==> src/rsn_pkg.sv <==
// Shared types and constants for the ray and sphere nearest-hit block.
// Holds the item and result words, the controller command and status words
// and the register codes. No dependencies.
`default_nettype none

package rsn_pkg;

  typedef struct packed {
    logic               kind;
    logic [9:0]         pixel_x;
    logic [8:0]         pixel_y;
    logic [1:0]         sphere_slot;
    logic signed [31:0] center_x;
    logic signed [31:0] center_y;
    logic signed [31:0] center_z;
    logic [30:0]        radius;
  } rsn_item_t;

  typedef struct packed {
    logic        hit;
    logic [1:0]  sphere_index;
    logic [30:0] distance;
    logic [9:0]  out_pixel_x;
    logic [8:0]  out_pixel_y;
  } rsn_result_t;

  // datapath operations
  localparam logic [3:0] OP_IDLE      = 4'd0;
  localparam logic [3:0] OP_ACCEPT    = 4'd1;
  localparam logic [3:0] OP_DIV_PIX   = 4'd2;
  localparam logic [3:0] OP_STORE_PIX = 4'd3;
  localparam logic [3:0] OP_MAG       = 4'd4;
  localparam logic [3:0] OP_NORM      = 4'd5;
  localparam logic [3:0] OP_MUL       = 4'd6;
  localparam logic [3:0] OP_ACC       = 4'd7;
  localparam logic [3:0] OP_SQRT      = 4'd8;
  localparam logic [3:0] OP_STORE_M   = 4'd9;
  localparam logic [3:0] OP_DIV_DIR   = 4'd10;
  localparam logic [3:0] OP_STORE_DIR = 4'd11;
  localparam logic [3:0] OP_LOAD_W    = 4'd12;
  localparam logic [3:0] OP_FORM_B    = 4'd13;
  localparam logic [3:0] OP_HIT       = 4'd14;
  localparam logic [3:0] OP_RESULT    = 4'd15;

  // multiplier operand pairs
  localparam logic [2:0] MS_MAG = 3'd0;
  localparam logic [2:0] MS_DW  = 3'd1;
  localparam logic [2:0] MS_WW  = 3'd2;
  localparam logic [2:0] MS_RR  = 3'd3;
  localparam logic [2:0] MS_BB  = 3'd4;

  // accumulator targets
  localparam logic TGT_C = 1'b0;
  localparam logic TGT_B = 1'b1;

  // configuration register indexes
  localparam logic [1:0] REG_EYE_X   = 2'd0;
  localparam logic [1:0] REG_EYE_Y   = 2'd1;
  localparam logic [1:0] REG_EYE_Z   = 2'd2;
  localparam logic [1:0] REG_DIVISOR = 2'd3;

  localparam logic signed [31:0] EYE_X_RST   = 32'sd32768;
  localparam logic signed [31:0] EYE_Y_RST   = 32'sd32768;
  localparam logic signed [31:0] EYE_Z_RST   = -32'sd65536;
  localparam logic [11:0]        DIVISOR_RST = 12'd480;

  localparam logic [5:0] DIV_STEPS  = 6'd32;
  localparam logic [5:0] SQRT_STEPS = 6'd36;

  localparam int SLOT_CMD_W = 6;

  typedef struct packed {
    logic [3:0]            op;
    logic [2:0]            msel;
    logic [1:0]            idx;
    logic                  clr;
    logic                  neg;
    logic                  tgt;
    logic [SLOT_CMD_W-1:0] slot;
  } rsn_cmd_t;

  typedef struct packed {
    logic cast_ok;
    logic div_done;
    logic sqrt_done;
    logic mx_zero;
    logic norm_ok;
    logic disc_pos;
    logic out_free;
  } rsn_status_t;

endpackage

`default_nettype wire

==> src/rsn_ctrl.sv <==
// Controller state machine: accepts items and sequences the datapath through each cast.
// Issues rsn_cmd_t and reads rsn_status_t from rsn_pkg.
`default_nettype none

module rsn_ctrl #(
  parameter int NUM_SPHERES = 4
) (
  input  logic                 clk,
  input  logic                 rst,
  input  logic                 item_valid,
  output logic                 item_ready,
  input  rsn_pkg::rsn_status_t status,
  output rsn_pkg::rsn_cmd_t    cmd
);
  import rsn_pkg::*;

  localparam int SLOT_W = (NUM_SPHERES > 1) ? $clog2(NUM_SPHERES) : 1;
  localparam logic [SLOT_W-1:0] LAST_SLOT = SLOT_W'(NUM_SPHERES - 1);

  localparam logic [4:0] S_IDLE   = 5'd0;
  localparam logic [4:0] S_PDIV   = 5'd1;
  localparam logic [4:0] S_PWAIT  = 5'd2;
  localparam logic [4:0] S_MAG    = 5'd3;
  localparam logic [4:0] S_NORM   = 5'd4;
  localparam logic [4:0] S_SMUL   = 5'd5;
  localparam logic [4:0] S_SACC   = 5'd6;
  localparam logic [4:0] S_MSQ    = 5'd7;
  localparam logic [4:0] S_MWAIT  = 5'd8;
  localparam logic [4:0] S_DDIV   = 5'd9;
  localparam logic [4:0] S_DWAIT  = 5'd10;
  localparam logic [4:0] S_LOADW  = 5'd11;
  localparam logic [4:0] S_BMUL   = 5'd12;
  localparam logic [4:0] S_BACC   = 5'd13;
  localparam logic [4:0] S_FORMB  = 5'd14;
  localparam logic [4:0] S_CMUL   = 5'd15;
  localparam logic [4:0] S_CACC   = 5'd16;
  localparam logic [4:0] S_DISC   = 5'd17;
  localparam logic [4:0] S_SSQ    = 5'd18;
  localparam logic [4:0] S_SWAIT  = 5'd19;
  localparam logic [4:0] S_NEXT   = 5'd20;
  localparam logic [4:0] S_RESULT = 5'd21;

  logic [4:0]        state, state_next;
  logic [2:0]        step, step_next;
  logic [SLOT_W-1:0] slot, slot_next;

  always_ff @(posedge clk) begin
    if (rst) begin
      state <= S_IDLE;
      step  <= '0;
      slot  <= '0;
    end else begin
      state <= state_next;
      step  <= step_next;
      slot  <= slot_next;
    end
  end

  assign item_ready = (state == S_IDLE);

  always_comb begin
    state_next = state;
    step_next  = step;
    slot_next  = slot;
    cmd        = '0;
    cmd.op     = OP_IDLE;
    cmd.idx    = step[1:0];
    cmd.slot   = SLOT_CMD_W'(slot);
    case (state)
      S_IDLE: begin
        if (item_valid) begin
          cmd.op = OP_ACCEPT;
          if (status.cast_ok) begin
            state_next = S_PDIV;
            step_next  = '0;
          end
        end
      end
      S_PDIV: begin
        cmd.op     = OP_DIV_PIX;
        state_next = S_PWAIT;
      end
      S_PWAIT: begin
        if (status.div_done) begin
          cmd.op = OP_STORE_PIX;
          if (step == 3'd1) begin
            state_next = S_MAG;
          end else begin
            step_next  = step + 3'd1;
            state_next = S_PDIV;
          end
        end
      end
      S_MAG: begin
        cmd.op     = OP_MAG;
        state_next = S_NORM;
      end
      S_NORM: begin
        if (status.mx_zero) begin
          state_next = S_RESULT;
        end else if (status.norm_ok) begin
          step_next  = '0;
          state_next = S_SMUL;
        end else begin
          cmd.op = OP_NORM;
        end
      end
      S_SMUL: begin
        cmd.op     = OP_MUL;
        cmd.msel   = MS_MAG;
        state_next = S_SACC;
      end
      S_SACC: begin
        cmd.op  = OP_ACC;
        cmd.tgt = TGT_C;
        cmd.clr = (step == 3'd0);
        if (step == 3'd2) begin
          state_next = S_MSQ;
        end else begin
          step_next  = step + 3'd1;
          state_next = S_SMUL;
        end
      end
      S_MSQ: begin
        cmd.op     = OP_SQRT;
        state_next = S_MWAIT;
      end
      S_MWAIT: begin
        if (status.sqrt_done) begin
          cmd.op     = OP_STORE_M;
          step_next  = '0;
          state_next = S_DDIV;
        end
      end
      S_DDIV: begin
        cmd.op     = OP_DIV_DIR;
        state_next = S_DWAIT;
      end
      S_DWAIT: begin
        if (status.div_done) begin
          cmd.op = OP_STORE_DIR;
          if (step == 3'd2) begin
            slot_next  = '0;
            state_next = S_LOADW;
          end else begin
            step_next  = step + 3'd1;
            state_next = S_DDIV;
          end
        end
      end
      S_LOADW: begin
        cmd.op     = OP_LOAD_W;
        step_next  = '0;
        state_next = S_BMUL;
      end
      S_BMUL: begin
        cmd.op     = OP_MUL;
        cmd.msel   = MS_DW;
        state_next = S_BACC;
      end
      S_BACC: begin
        cmd.op  = OP_ACC;
        cmd.tgt = TGT_B;
        cmd.clr = (step == 3'd0);
        if (step == 3'd2) begin
          state_next = S_FORMB;
        end else begin
          step_next  = step + 3'd1;
          state_next = S_BMUL;
        end
      end
      S_FORMB: begin
        cmd.op     = OP_FORM_B;
        step_next  = '0;
        state_next = S_CMUL;
      end
      S_CMUL: begin
        cmd.op = OP_MUL;
        if (step == 3'd0) begin
          cmd.msel = MS_BB;
        end else if (step == 3'd4) begin
          cmd.msel = MS_RR;
        end else begin
          cmd.msel = MS_WW;
          cmd.idx  = 2'(step - 3'd1);
        end
        state_next = S_CACC;
      end
      S_CACC: begin
        cmd.op  = OP_ACC;
        cmd.tgt = TGT_C;
        cmd.clr = (step == 3'd0);
        cmd.neg = (step != 3'd0) && (step != 3'd4);
        if (step == 3'd4) begin
          state_next = S_DISC;
        end else begin
          step_next  = step + 3'd1;
          state_next = S_CMUL;
        end
      end
      S_DISC: begin
        state_next = status.disc_pos ? S_SSQ : S_NEXT;
      end
      S_SSQ: begin
        cmd.op     = OP_SQRT;
        state_next = S_SWAIT;
      end
      S_SWAIT: begin
        if (status.sqrt_done) begin
          cmd.op     = OP_HIT;
          state_next = S_NEXT;
        end
      end
      S_NEXT: begin
        if (slot == LAST_SLOT) begin
          state_next = S_RESULT;
        end else begin
          slot_next  = slot + 1'b1;
          state_next = S_LOADW;
        end
      end
      S_RESULT: begin
        if (status.out_free) begin
          cmd.op     = OP_RESULT;
          state_next = S_IDLE;
        end
      end
      default: begin
        state_next = S_IDLE;
      end
    endcase
  end

endmodule

`default_nettype wire

==> config.mk <==
export PLATFORM = sky130hd
export DESIGN_NAME = rsn_ctrl
export DESIGN_NICKNAME = d
export VERILOG_FILES = /design/src/rsn_pkg.sv /design/src/rsn_ctrl.sv
export SDC_FILE = /design/constraint.sdc
export NUM_CORES = 1
export LEC_CHECK = 0
export BUFFER_PORTS_ARGS = -buffer_cell sky130_fd_sc_hd__buf_2
export CAP_MARGIN = 20
export CORE_MARGIN = 10
export CORE_UTILIZATION = 40
export DETAILED_ROUTE_END_ITERATION = 8
export GPL_ROUTABILITY_DRIVEN = 1
export GPL_TIMING_DRIVEN = 0
export SYNTH_ARGS = -nofsm -noshare
export SYNTH_HDL_FRONTEND = slang
export SYNTH_SLANG_ARGS = --single-unit
==> constraint.sdc <==
create_clock -name clk -period 4.28 [get_ports clk]
set_clock_uncertainty 0.15 [all_clocks]
set_input_delay 0 -clock clk [delete_from_list [all_inputs] [get_ports clk]]
set_output_delay 0 -clock clk [all_outputs]
set_load 0.02 [all_outputs]
; Word-level counts from Yosys, hierarchy flattened
; Cells that the tools add are included.
; Widths: inputs -> output; s select.
[classes]
add_sub_neg = 3
eq_ne = 40
n_reduce_logical = 14
mux = 50
[op_table]
columns = cell, count
row1 = $pmux 5 s22, 1
row2 = $pmux 4 s15, 1
row3 = $mux 5, 11
row4 = $mux 3, 14
row5 = $eq 5x4->1 const B, 8
row6 = $eq 5x5->1 const B, 6
row7 = $ne 2x2->1 const B, 12
row8 = $pmux 3 s8, 1
row9 = $mux 2, 11
row10 = $eq 5x3->1 const B, 4
row11 = $mux 4, 4
row12 = $eq 5x2->1 const B, 2
row13 = $reduce_and 10->1, 1
row14 = $reduce_and 8->1, 1
row15 = $reduce_bool 8->1, 1
row16 = $ne 3x3->1 const B, 2
row17 = $pmux 3 s2, 1
row18 = $reduce_or 2->1, 3
row19 = $reduce_or 3->1, 2
row20 = $eq 5x1->1 const B, 1
row21 = $logic_not 5->1, 1
row22 = $mux 1, 5
row23 = $pmux 2 s2, 1
row24 = $reduce_and 4->1, 1
row25 = other kinds (12), 12
[word_totals]
out_inout_bits = 19
in_bits = 10
wordCells = 110
ff_bits = 10

; Depth between registers and ports, before layout
[logic_depth]
ltp_word = 4
ltp_mapped = 8
mapped_depth_nobuf = 7

; Least setup slack after synthesis
; Ideal clock, no wire load.
[synth_path]
path_kind = register to register
startpoint = register step[0]
endpoint = register step[2]
n_path_buf = 0
t_arrival_ns = 1.623
path_stages_with_launch = 8
path_slack_ns = 2.390
setup_time_ns = 0.117
period_less_slack_ns = 1.890
required_ns = 4.013
path_cell_list = dfxtp_1 > inv_1 > ha_1 > nand3b_1 > a2bb2oi_1 > o311a_2 > and3_1 > a32o_1
[synth_between]
elab_chain_cells = 4
elab_cells_between_ends = 13
cone_classes = 1 x add/sub / 5 x eq/ne / 6 x mux / 1 x reduce/logical
[synth_rtl]
columns = item, line
row1 = from (decl), rsn_ctrl.sv:44  ; logic [2:0] step, step_next;
row2 = from (signal assigned), rsn_ctrl.sv:54  ; step <= step_next;
row3 = $add 3x1->3 / $eq 3x2->1 (equally long branches), --
row4 = "$mux 3, on equally long branches", --
row5 = "$mux 3, on equally long branches", "rsn_ctrl.sv:140, rsn_ctrl.sv:84"
row6 = $pmux 3 s8, rsn_ctrl.sv:69  ; case (state)
; Parallel ways exist; a longest one is shown, timed or not. The select of a mux whose other input is x is not followed.
; A chain may end at the register's enable or synchronous reset.

==> results.py <==
metrics = {
    "grt": {
        "grt_antenna_before_repair": 0,
        "grt_pass1_wl_um": 7031,
        "groute.usage.overall_pct": 13.69,
        "pin_count_of_the_biggest_net_entering_global_routing": 11,
        "globalRoute.totalOverflow": 0,
        "first_global_vias": 1488,
    },
    "floorplanning": {
        "die_ar_um2": 6170,
        "core.rowCount": 21,
        "floorplan.die.height_um": 78.55,
        "core_area_um2": 3337,
        "start_util_pct": 41.09,
        "die_w_um": 78.55,
        "io_pins": 29,
    },
    "power": {
        "p_int_w": 0.0003693,
        "power_switching_share_pct": 52.87,
        "share_comb_of_total_power_pct": 71.4,
        "power_per_cell_area_nw_per_um2": 487.8,
        "peakVddDrop_mv": 0.1830,
        "seq_power_share_pct": 17.1,
        "power.leakage_nw": 0.6964,
        "total_switching_power_w": 0.0004143,
        "clock_power_share_pct": 11.5,
    },
    "final_layout": {
        "n_antenna_cell": 0,
        "layout.cells.most_common": "buf_2",
        "area_delta_synth_final_pct": 17.15,
        "final_cell_area_um2": 1607,
        "finalNonFillerCells": 272,
        "mostFrequentLayoutCells": "30 x buf_2, 20 x nor2_1, 15 x a21oi_1",
        "drive_gt1_share_pct": 21.68,
        "fill_cells": 365,
        "fin_nets": 244,
    },
    "worst_setup_path": {
        "crit_required_ns": 4.13,
        "reg2reg_setup_slack_ns": 2.13,
        "critPathArrivalTime_ns": 2.25,
        "worstPathMaxFanout": 10,
        "worstSetupPathType": "register to output port",
        "worstReg2RegStart": "state[3]",
        "endpoint_kind": "output port",
        "r2r.worst_path.cells": 6,
        "critical_path.reg2reg.endpoint": "state[2]",
        "worst_setup_path_start_kind": "register",
    },
    "route": {
        "drt_iter0_drc": 147,
        "per_cell_routed_wire_length_um": 16.13,
        "number_of_vias_per_cell_after_detailed_routing": 5.669,
        "drt_drc_violations_left": 0,
        "antenna_left": 0,
        "routed-via-count": 1542,
        "drt-pass1-iter-count": 4,
        "drt_wl_total_um": 4386,
    },
    "clocking": {
        "clock_tree_root_driver_cell": "clkbuf_4",
        "post-cts-setup-buffers": 0,
        "tritoncts": "built",
        "clk_latency_ns": 0.28,
        "htree_num_levels": 1,
        "cts_sinks": 10,
        "cts-buffers-inserted": 3,
        "cts.path.max_buffers": 2,
        "worst_setup_hold_path_clk_slew_ns": 0.07,
    },
    "placed_design": {
        "numPortBuffers": 24,
        "placed_cells": 267,
        "gp_congestion": 0.9181,
        "placement.setup.worst_slack_ns": 2.201,
        "place.detailed.hpwl_um": 3355,
        "post_dp_cell_area_um2": 1560,
    },
    "synthesis": {
        "syn-instance-count": 194,
        "yosys_most_used_dff": "dfxtp_1",
        "yosysWarnings": 0,
        "synthesis.area_um2": 1371,
        "synthArstFlopShare_pct": 0,
        "synth-edff-count": 0,
        "ys_seq_area_share_pct": 14.60,
        "synth_seq_cells": 10,
        "syn_avg_cell_area_um2": 7.069,
        "post_synth_num_cell_types": 59,
    },
    "timing": {
        "fin_tns_setup_ns": 0,
        "unrepaired_setup_endpoints_after_global_routing": "no",
        "max_slew_margin_pct": 64.21,
        "period_needed_ns": 2.396,
        "final.period_utilization_pct": 55.99,
        "maxSlewViolCount": 0,
        "total_of_endpoints_with_negative_setup_slack_in_the_final_report": 0,
        "achievable-frequency_ghz": 0.4173,
        "timing.final.hold_violations": 0,
        "tightest_slew_ns": 0.5368,
        "layout_setup_ws_ns": 1.884,
    },
    "status": {
        "run_status": "finished clean",
    },
    "hold_path": {
        "min_delay_path_depth": 4,
        "worstHoldPathType": "primary input to register",
        "worst_hold_path.endpoint": "slot[0]",
        "min_from": "status[5]",
    },
    "run": {
        "drv_cap": 0,
    },
}
==> routing by layer <==
| layer | routed length, µm | track usage, % | vias up |
|---|---|---|---|
| met3 | 376 | 2.961 | 6 |
| met1 | 1972 | 17.16 | 708 |
| met4 | 63 | 6.631 | 0 |
| met2 | 1973 | 21.63 | 68 |
| met5 | 0 | 0 | - |
| li1 | - | - | 760 |
==> synth_stat cells, types with 3 or more instances <==
cell	instances	area [µm²]
o21ai_1	3	15.01
mux2i_1	3	30.03
a31oi_1	5	31.28
a21oi_1	15	75.07
dfxtp_1	10	200.2
a31o_1	3	26.28
nand2b_1	11	68.82
nand3_1	5	25.02
buf_4	4	30.03
nor3_1	6	30.03
a211o_1	4	35.03
inv_1	12	45.04
nor2_1	20	75.07
clkbuf_1	5	18.77
buf_2	6	30.03
nand2_1	13	48.80
nand4_1	3	18.77
ha_1	7	87.58
nor3b_1	3	22.52
a211oi_1	3	22.52
o21ai_0	4	20.02
nor2b_1	4	25.02
==> power by group through the flow <==
| stage | combinational (W) | clock [W] | sequential, W |
|---|---|---|---|
| floorplan | 0.000418 | 0 | 0.000126 |
| global placement | 0.000552 | 0 | 0.000135 |
| detailed placement | 0.000548 | 0 | 0.000136 |
| CTS | 0.000550 | 0.0000939 | 0.000133 |
| global route | 0.000607 | 0.0000947 | 0.000137 |
| finish | 0.000559 | 0.0000905 | 0.000134 |
==> through the flow <==
stage,power [W],utilization [%],hold slack (ns)
after floorplan,0.0005432,-,0.04526
final,0.0007836,48.14,0.04701
after detailed placement,0.0006830,46.76,0.1829
after CTS,0.0007771,48.14,0.03551
after global placement,0.0006864,46.76,0.1874
after global routing,0.0008387,48.14,0.1249
==> flip-flops by register name, summed over array words and instances (netlist names) <==
signal,cells
step,3
state,5
slot,2
==> layout make-up <==
cell class | count | area [µm²] | area share [%]
well taps | 46 | 57.56 | 3.583
repair buffers | 25 | 130.1 | 8.100
plain buffers | 19 | 108.9 | 6.776
clock buffers | 4 | 36.28 | 2.259
inverters | 12 | 45.04 | 2.804
flip-flops and latches | 10 | 200.2 | 12.46
multi-input cells | 156 | 1028 | 64.02
==> cells by family (layout without fill, tap and decap cells) <==
| family | Yosys count | in the layout | share of synthesized area [%] |
|---|---|---|---|
| adders and majority gates | 7 | 7 | 6.387 |
| other | 1 | 4 | 0.2735 |
| buffers and inverters | 31 | 60 | 11.22 |
| muxes | 5 | 5 | 3.832 |
| AOI/OAI and AO/OA | 55 | 55 | 28.19 |
| xor gates and xnor gates | 2 | 2 | 1.278 |
| DFF | 10 | 10 | 14.60 |
| and+or+nand+nor | 83 | 83 | 34.22 |
==> worst max path at each step <==
stage | from | depth (start not counted) | endpoint | slack (ns)
global route | state[0] | 7 | cmd[17] | 1.72
finish | state[0] | 7 | cmd[17] | 1.88
floorplan | step[0] | 7 | step[2] | 2.39
detailed placement | state[3] | 6 | state[2] | 2.20
global placement | state[3] | 6 | state[2] | 2.19
CTS | state[0] | 7 | cmd[17] | 1.91
==> critical path, cell delays in order, from the launching register on <==
cell     delay [ns]
dfxtp_1        0.47
buf_2          0.26
buf_1          0.42
nor2_1         0.10
o21ai_0        0.14
o21ai_0        0.12
a211o_1        0.30
buf_2          0.15
==> what timing repair did <==
action / in CTS / in global routing
hold buffers: 1 / 0
hold endpoints to repair: 3 / 0
resized for setup: 0 / 0
Power figures use the tool's default switching activity.
